--- src/rtl/ahh_pkg.sv ---
package ahh_pkg;

  localparam int unsigned ANGLE_W = 15;
  localparam int unsigned CAND_W  = 17;
  localparam int unsigned SUM_W   = 7;

  localparam logic [ANGLE_W-1:0] FULL_TURN    = 15'd23040;
  localparam logic [ANGLE_W-1:0] HALF_TURN    = 15'd11520;
  localparam logic [ANGLE_W-1:0] QUARTER_TURN = 15'd5760;
  localparam logic [ANGLE_W-1:0] CLOSE_LIMIT  = 15'd4480;

  // snap count works in whole degrees
  localparam int unsigned DEG_FRAC_W    = 6;
  localparam int unsigned SNAP_BIAS_DEG = 45;
  localparam int unsigned QUARTER_DEG   = 90;
  localparam int unsigned FULL_DEG      = 360;
  localparam int unsigned MAX_QUARTERS  = FULL_DEG / QUARTER_DEG;

  // input wrap: shift by three full turns, then strip whole turns
  localparam int unsigned WRAP_OFFSET = 69120;
  localparam int unsigned WRAP_STEPS  = 5;

  typedef logic [ANGLE_W-1:0]      angle_t;
  typedef logic signed [SUM_W-1:0] vote_t;

  typedef enum logic [1:0] {
    PATH_CLOSE = 2'd0,
    PATH_VOTE  = 2'd1,
    PATH_SNAP  = 2'd2
  } path_e;

  typedef enum logic [1:0] {
    ST_IDLE,
    ST_VOTE,
    ST_DONE
  } state_e;

  typedef struct packed {
    logic vote_en;
    logic shift_en;
  } cell_ctl_t;

  function automatic angle_t circ_dist(angle_t a, angle_t b);
    angle_t d;
    d = (a >= b) ? (a - b) : (b - a);
    return (d < HALF_TURN) ? d : (FULL_TURN - d);
  endfunction

endpackage

--- src/rtl/ahh_cell.sv ---
module ahh_cell import ahh_pkg::*; (
  input  logic      clk_i,
  input  logic      rst_ni,
  input  cell_ctl_t ctl_i,
  input  angle_t    cand_i,
  input  angle_t    cur_i,
  input  angle_t    angle_in_i,
  input  logic      valid_in_i,
  input  vote_t     sum_in_i,
  output angle_t    angle_o,
  output logic      valid_o,
  output vote_t     sum_o
);

  angle_t angle_q;
  logic   valid_q;
  vote_t  sum_q, sum_d;
  logic   closer;
  vote_t  step;

  always_comb begin
    closer = circ_dist(cand_i, angle_q) < circ_dist(cur_i, angle_q);
    if (!valid_q) begin
      step = '0;
    end else if (closer) begin
      step = vote_t'(1);
    end else begin
      step = vote_t'(-1);
    end
    sum_d = sum_in_i + step;
  end

  always_ff @(posedge clk_i or negedge rst_ni) begin
    if (!rst_ni) begin
      angle_q <= '0;
      valid_q <= 1'b0;
    end else if (ctl_i.shift_en) begin
      angle_q <= angle_in_i;
      valid_q <= valid_in_i;
    end
  end

  // partial sum ripples one cell per cycle while voting
  always_ff @(posedge clk_i) begin
    if (ctl_i.vote_en) begin
      sum_q <= sum_d;
    end
  end

  assign angle_o = angle_q;
  assign valid_o = valid_q;
  assign sum_o   = sum_q;

endmodule

--- src/rtl/angle_history_hysteresis_top.sv ---
// channel | direction | handshake              | payload
// in      | input     | in_valid_i / in_stall_o   | candidate_angle_i, current_angle_i
// out     | output    | out_valid_o / out_stall_i | selected_angle_o, decision_path_o,
//         |           |                           | vote_total_o
//
// An item moves from ST_IDLE, which accepts it, to ST_VOTE, while the vote sum
// ripples down the cell chain, and to ST_DONE to decide and shift the history.
// Reset clears all history valid bits at once; no clearing pass is needed.
// A finished result waits in the output register; the decide cycle holds while
// that register is full and stalled. in_stall_o is high while an item is at work.
module angle_history_hysteresis_top import ahh_pkg::*; #(
  parameter int unsigned HISTORY_DEPTH = 8
) (
  input  logic                     clk_i,
  input  logic                     rst_ni,
  input  logic                     in_valid_i,
  output logic                     in_stall_o,
  input  logic signed [CAND_W-1:0] candidate_angle_i,
  input  logic [ANGLE_W-1:0]       current_angle_i,
  output logic                     out_valid_o,
  input  logic                     out_stall_i,
  output logic [ANGLE_W-1:0]       selected_angle_o,
  output logic [1:0]               decision_path_o,
  output logic signed [SUM_W-1:0]  vote_total_o
);

  localparam int unsigned CNT_W = (HISTORY_DEPTH > 1) ? $clog2(HISTORY_DEPTH) : 1;

  function automatic angle_t wrap_cand(logic signed [CAND_W-1:0] v);
    logic [CAND_W:0] t;
    logic [2:0]      k;
    t = {v[CAND_W-1], v} + (CAND_W+1)'(WRAP_OFFSET);
    k = '0;
    for (int i = 1; i <= WRAP_STEPS; i++) begin
      if (t >= (CAND_W+1)'(i) * (CAND_W+1)'(FULL_TURN)) begin
        k = k + 3'd1;
      end
    end
    return angle_t'(t - (CAND_W+1)'(k) * (CAND_W+1)'(FULL_TURN));
  endfunction

  state_e          state_q, state_d;
  logic [CNT_W-1:0] cnt_q, cnt_d;
  angle_t          cand_q, cur_q;
  logic            in_acc, out_free, out_load;
  cell_ctl_t       ctl;

  angle_t angle_chain [HISTORY_DEPTH+1];
  logic   valid_chain [HISTORY_DEPTH+1];
  vote_t  sum_chain   [HISTORY_DEPTH+1];

  logic   out_valid_q;
  angle_t sel_q, sel_d;
  path_e  path_q, path_d;
  vote_t  votes_q, votes_d;

  assign in_acc   = in_valid_i && !in_stall_o;
  assign out_free = !out_valid_q || !out_stall_i;

  // next state
  always_comb begin
    state_d = state_q;
    cnt_d   = cnt_q;
    case (state_q)
      ST_IDLE: begin
        cnt_d = '0;
        if (in_valid_i) begin
          state_d = ST_VOTE;
        end
      end
      ST_VOTE: begin
        cnt_d = cnt_q + 1'b1;
        if (cnt_q == CNT_W'(HISTORY_DEPTH - 1)) begin
          state_d = ST_DONE;
          cnt_d   = '0;
        end
      end
      ST_DONE: begin
        if (out_free) begin
          state_d = ST_IDLE;
        end
      end
      default: state_d = ST_IDLE;
    endcase
  end

  // outputs of the sequencer
  always_comb begin
    in_stall_o   = 1'b1;
    ctl.vote_en  = 1'b0;
    ctl.shift_en = 1'b0;
    out_load     = 1'b0;
    case (state_q)
      ST_IDLE: in_stall_o = 1'b0;
      ST_VOTE: ctl.vote_en = 1'b1;
      ST_DONE: begin
        ctl.shift_en = out_free;
        out_load     = out_free;
      end
      default: in_stall_o = 1'b1;
    endcase
  end

  always_ff @(posedge clk_i or negedge rst_ni) begin
    if (!rst_ni) begin
      state_q <= ST_IDLE;
      cnt_q   <= '0;
    end else begin
      state_q <= state_d;
      cnt_q   <= cnt_d;
    end
  end

  always_ff @(posedge clk_i) begin
    if (in_acc) begin
      cand_q <= wrap_cand(candidate_angle_i);
      cur_q  <= (current_angle_i >= FULL_TURN) ? (current_angle_i - FULL_TURN)
                                                : current_angle_i;
    end
  end

  // history chain, entry 0 newest
  assign angle_chain[0] = cand_q;
  assign valid_chain[0] = 1'b1;
  assign sum_chain[0]   = '0;

  for (genvar g = 0; g < HISTORY_DEPTH; g++) begin : g_cell
    ahh_cell u_cell (
      .clk_i      (clk_i),
      .rst_ni     (rst_ni),
      .ctl_i      (ctl),
      .cand_i     (cand_q),
      .cur_i      (cur_q),
      .angle_in_i (angle_chain[g]),
      .valid_in_i (valid_chain[g]),
      .sum_in_i   (sum_chain[g]),
      .angle_o    (angle_chain[g+1]),
      .valid_o    (valid_chain[g+1]),
      .sum_o      (sum_chain[g+1])
    );
  end

  // decision
  always_comb begin
    angle_t          diff;
    logic [ANGLE_W-DEG_FRAC_W-1:0] deg;
    logic [2:0]      quarters;
    logic [ANGLE_W:0] turned;
    logic            below;
    vote_t           total;
    below = cand_q < cur_q;
    diff  = below ? (cur_q - cand_q) : (cand_q - cur_q);
    deg   = diff[ANGLE_W-1:DEG_FRAC_W];
    quarters = '0;
    for (int i = 1; i <= MAX_QUARTERS; i++) begin
      if ({1'b0, deg} + (ANGLE_W-DEG_FRAC_W+1)'(SNAP_BIAS_DEG) >=
          (ANGLE_W-DEG_FRAC_W+1)'(QUARTER_DEG * i)) begin
        quarters = quarters + 3'd1;
      end
    end
    if (below) begin
      turned = {1'b0, cand_q} + (ANGLE_W+1)'(quarters) * (ANGLE_W+1)'(QUARTER_TURN);
    end else begin
      turned = {1'b0, cand_q} + {1'b0, FULL_TURN}
             - (ANGLE_W+1)'(quarters) * (ANGLE_W+1)'(QUARTER_TURN);
    end
    if (turned >= {1'b0, FULL_TURN}) begin
      turned = turned - {1'b0, FULL_TURN};
    end
    total = sum_chain[HISTORY_DEPTH];

    if (circ_dist(cand_q, cur_q) < CLOSE_LIMIT) begin
      sel_d   = cand_q;
      path_d  = PATH_CLOSE;
      votes_d = '0;
    end else if (total > vote_t'(0)) begin
      sel_d   = cand_q;
      path_d  = PATH_VOTE;
      votes_d = total;
    end else begin
      sel_d   = turned[ANGLE_W-1:0];
      path_d  = PATH_SNAP;
      votes_d = total;
    end
  end

  always_ff @(posedge clk_i or negedge rst_ni) begin
    if (!rst_ni) begin
      out_valid_q <= 1'b0;
    end else if (out_load) begin
      out_valid_q <= 1'b1;
    end else if (!out_stall_i) begin
      out_valid_q <= 1'b0;
    end
  end

  always_ff @(posedge clk_i) begin
    if (out_load) begin
      sel_q   <= sel_d;
      path_q  <= path_d;
      votes_q <= votes_d;
    end
  end

  assign out_valid_o      = out_valid_q;
  assign selected_angle_o = sel_q;
  assign decision_path_o  = path_q;
  assign vote_total_o     = votes_q;

  a_sel_range: assert property (@(posedge clk_i) disable iff (!rst_ni)
    out_valid_o |-> selected_angle_o < FULL_TURN)
    else $error("selected angle out of range");

  a_close_zero: assert property (@(posedge clk_i) disable iff (!rst_ni)
    out_valid_o && decision_path_o == PATH_CLOSE |-> vote_total_o == vote_t'(0))
    else $error("close accept with nonzero vote total");

  a_vote_pos: assert property (@(posedge clk_i) disable iff (!rst_ni)
    out_valid_o && decision_path_o == PATH_VOTE |-> vote_total_o > vote_t'(0))
    else $error("vote accept without positive total");

  a_snap_nonpos: assert property (@(posedge clk_i) disable iff (!rst_ni)
    out_valid_o && decision_path_o == PATH_SNAP |-> vote_total_o <= vote_t'(0))
    else $error("snap with positive vote total");

  a_load_sets_valid: assert property (@(posedge clk_i) disable iff (!rst_ni)
    out_load |=> out_valid_o && $past(state_q) == ST_DONE)
    else $error("result load did not raise output valid");

endmodule

--- config.mk ---
export PLATFORM = sky130hd
export DESIGN_NAME = angle_history_hysteresis_top
export DESIGN_NICKNAME = d
export VERILOG_FILES = /design/src/rtl/ahh_pkg.sv /design/src/rtl/ahh_cell.sv /design/src/rtl/angle_history_hysteresis_top.sv
export SDC_FILE = /design/constraint.sdc
export NUM_CORES = 2
export LEC_CHECK = 0
export BUFFER_PORTS_ARGS = -buffer_cell sky130_fd_sc_hd__buf_2
export CORE_UTILIZATION = 55
export DETAILED_ROUTE_END_ITERATION = 12
export GPL_TIMING_DRIVEN = 0
export PLACE_DENSITY = 0.71
export SETUP_SLACK_MARGIN = 0.2
export SYNTH_ARGS = -nofsm -noshare
export SYNTH_HDL_FRONTEND = slang
export SYNTH_SLANG_ARGS = --single-unit
export TNS_END_PERCENT = 100
--- constraint.sdc ---
create_clock -name clk_i -period 12.7 [get_ports clk_i]
set_input_delay 2.54 -clock clk_i [delete_from_list [all_inputs] [get_ports clk_i]]
set_output_delay 2.54 -clock clk_i [all_outputs]
set_load 0.02 [all_outputs]
==> results.py <==
metrics = {
    "run_status": {
        "status": "complete, but fails checks",
        "violations": "max-capacitance violations, max-slew violations",
    },
    "cts": {
        "ctsHoldBuffers": 0,
        "cts_root_buffer": "clkbuf_16",
        "cts_made_buffers": 28,
        "cts_tree": "done",
        "cts.htree.levels": 1,
        "clk_pin_slew_worst_paths_ns": 0.07,
        "ctsLongestPathBuffers": 3,
        "cts.sinks": 236,
        "clk_latency_ns": 0.62,
    },
    "floorplan": {
        "dieArea_um2": 79900,
        "die_w_um": 283,
        "coreArea_um2": 77700,
        "start_util_pct": 55.7,
        "io_pins": 62,
        "die_h_um": 283,
        "rows": 102,
    },
    "final_layout": {
        "syn_to_final_growth_pct": 7.81,
        "final_cell_mix": "ha_1 (722), a21oi_1 (501), nand2_1 (477)",
        "fin_cells": 6735,
        "num-nets-final": 6474,
        "drive_above_1_share_pct": 5.31,
        "final_common_cell": "ha_1",
    },
    "critical_path": {
        "crit_path_max_fanout": 12,
        "start_kind": "register",
        "critPathMaxStageDelay_ns": 1.39,
        "r2r_slack_ns": 0.74,
        "crit_top_cell": "ha_1",
        "slowest_stage": "edfxtp_1",
        "critical_path_class": "reg -> reg",
        "critPathCaptureType": "register",
        "cp_data_arrival_time_ns": 12.42,
        "worstPathRequired_ns": 13.16,
    },
    "synth": {
        "ys_seq_elements": 236,
        "yosys_warnings": 0,
        "synth_fp_nets": 6316,
        "synth_area_per_cell_um2": 7.86,
        "synth_ff_type": "dfrtp_1",
        "yosysUniqueCellTypes": 101,
        "synth_compound_area_share_pct": 27.3,
        "syn_inst": 5510,
        "synth_simple_gate_area_share_pct": 15.8,
        "synth_xor_area_share_pct": 9.56,
        "synth_top_family_by_area": "compound AO/OA/AOI/OAI gates",
        "syn_area_um2": 43300,
        "synth_adder_area_share_pct": 23.1,
        "synth_edf_count": 102,
        "synthMuxAreaShare_pct": 4.17,
        "postSynth.asyncResetShare_pct": 56.8,
        "ys_seq_area_share_pct": 14.8,
    },
    "global_routing": {
        "grt_start_max_net_pins": 93,
        "grt_pass1_vias": 39900,
        "grt_pass1_wl_um": 242000,
        "grt_overflow": 0,
        "antenna_found_initial": 6,
        "track_usage_pct": 40.0,
    },
    "route": {
        "vias": 43300,
        "wl_per_cell_um": 24.4,
        "route.detailed.drc": 0,
        "avgViaCountPerCell": 6.42,
        "drt_iter0_markers": 4659,
        "ant_nets": 0,
        "wl_um": 164000,
        "firstDrtPassIters": 6,
    },
    "flow_run": {
        "drv_cap": 3,
    },
    "sta": {
        "fin_crit_sh_pct": 94.2,
        "hold_viol_final": 0,
        "fin_skew_ns": 0.0401,
        "fin_ws_ns": 0.742,
        "slew_viol_final": 41,
        "min_period_ns": 11.96,
        "relSlewSlack_pct": -3.45,
        "hold_slack_ns": 0.485,
        "setup_violations": 0,
        "worstMarginPinSlew_ns": 1.55,
        "fmax_ghz": 0.0836,
        "rsz0062_at_grt": "no",
    },
    "place": {
        "io_buffers": 61,
        "place_hpwl_um": 124000,
        "dp_slack_ns": 0.122,
        "placedCellCount": 6627,
        "routabilityCongestion": 1.03,
    },
    "worst_hold_path": {
        "hp-class": "reg -> reg",
    },
}
[state kept, by name, indices dropped and copies added, names as in the netlist]
register               flops
g_cell.u_cell.angle_o    120
g_cell.u_cell.sum_o       48
cand_q                    15
cur_q                     15
selected_angle_o          15
g_cell.u_cell.valid_o      8
vote_total_o               7
cnt_q                      3
decision_path_o            2
state_q                    2
out_valid_o                1
[cells by family (layout without fill, tap and decap cells)]
family | Yosys count | after routing
muxes | 176 | 176
DFF | 236 | 236
and+or+nand+nor | 1399 | 1399
xor gates and xnor gates | 473 | 473
AOI/OAI and AO/OA | 1850 | 1850
other | 0 | 6
buffers and inverters | 606 | 785
adders and majority gates | 770 | 770
[final cells by class]
cell class / count / area [um^2]
multi-input cells: 4668 / 34600
fillers: 7268 / 31000
flip-flops and latches: 236 / 6420
inverters: 412 / 1580
well taps: 1040 / 1300
repair buffers: 128 / 1120
clock buffers: 37 / 788
plain buffers: 194 / 764
clock inverters: 14 / 118
diodes: 6 / 15.0
[synthesized netlist by cell type, types with 31 or more instances]
library cell	number	share of area, %
a31oi_1	69	1.0
fa_1	48	2.2
o211ai_1	38	0.66
inv_1	411	3.6
o21a_1	54	0.94
ha_1	722	21
nand2_1	477	4.1
a21oi_1	501	5.8
xnor2_1	290	5.9
and2_1	42	0.61
nand3_1	94	1.1
nor3_1	86	0.99
a21o_1	309	5.4
mux2_2	33	0.86
o31ai_1	34	0.59
nor2b_1	105	1.5
mux2i_1	141	3.3
a211oi_1	47	0.81
o21bai_1	77	1.3
o21ai_0	421	4.9
dfrtp_1	134	7.7
clkbuf_1	164	1.4
or3_1	31	0.45
xor2_1	183	3.7
and3_1	41	0.59
nor2_1	266	2.3
edfxtp_1	102	7.1
nand2b_1	69	1.0
nand4_1	64	0.92
[worst max-delay path: cells and delay by family, from the launching register on]
| family | cells | cell delay (ns) |
|---|---|---|
| AOI/OAI and AO/OA | 14 | 3.44 |
| muxes | 1 | 0.34 |
| buffers and inverters | 4 | 1.28 |
| DFF | 1 | 1.39 |
| xor gates and xnor gates | 3 | 0.60 |
| adders and majority gates | 9 | 2.89 |
| and+or+nand+nor | 11 | 1.79 |
[per-stage QoR]
step	TNS (ns)	cell area (um^2)	util (%)
detailed placement	0	45300	58.3
floorplan	0	43300	-
CTS	0	46300	59.6
global placement	-2.70	44900	57.8
finish	0	46700	60.1
global route	0	46700	60.1
[path summary, 6_finish.rpt]
kind,depth (start not counted),endpoint,startpoint
worst min register to register,2,g_cell[2].u_cell.angle_o[14],g_cell[1].u_cell.angle_o[14]
worst min-delay path,2,g_cell[2].u_cell.angle_o[14],g_cell[1].u_cell.angle_o[14]
worst max-delay path,42,selected_angle_o[10],cand_q[5]
worst max register to register,42,selected_angle_o[10],cand_q[5]
min in group asynchronous,1,g_cell[5].u_cell.valid_o,rst_ni
max in group asynchronous,2,g_cell[7].u_cell.angle_o[2],rst_ni
[per-layer routing]
| layer | track usage, % | vias to the layer above | share of wire (%) |
|---|---|---|---|
| li1 | - | 20200 | - |
| met1 | 51.3 | 20300 | 40 |
| met2 | 60.7 | 2134 | 42 |
| met3 | 7.77 | 565 | 10 |
| met4 | 26.7 | 8 | 7.8 |
| met5 | 0 | - | 0.037 |
[what timing repair did]
item,4_1_cts,5_1_grt
resized for setup,1,8
pin swaps,0,0
setup endpoints to repair,3,6
buffers inserted,10,41
Power is not shown: default switching activity piles up to over one toggle a cycle in this logic, so the estimate is an artifact.
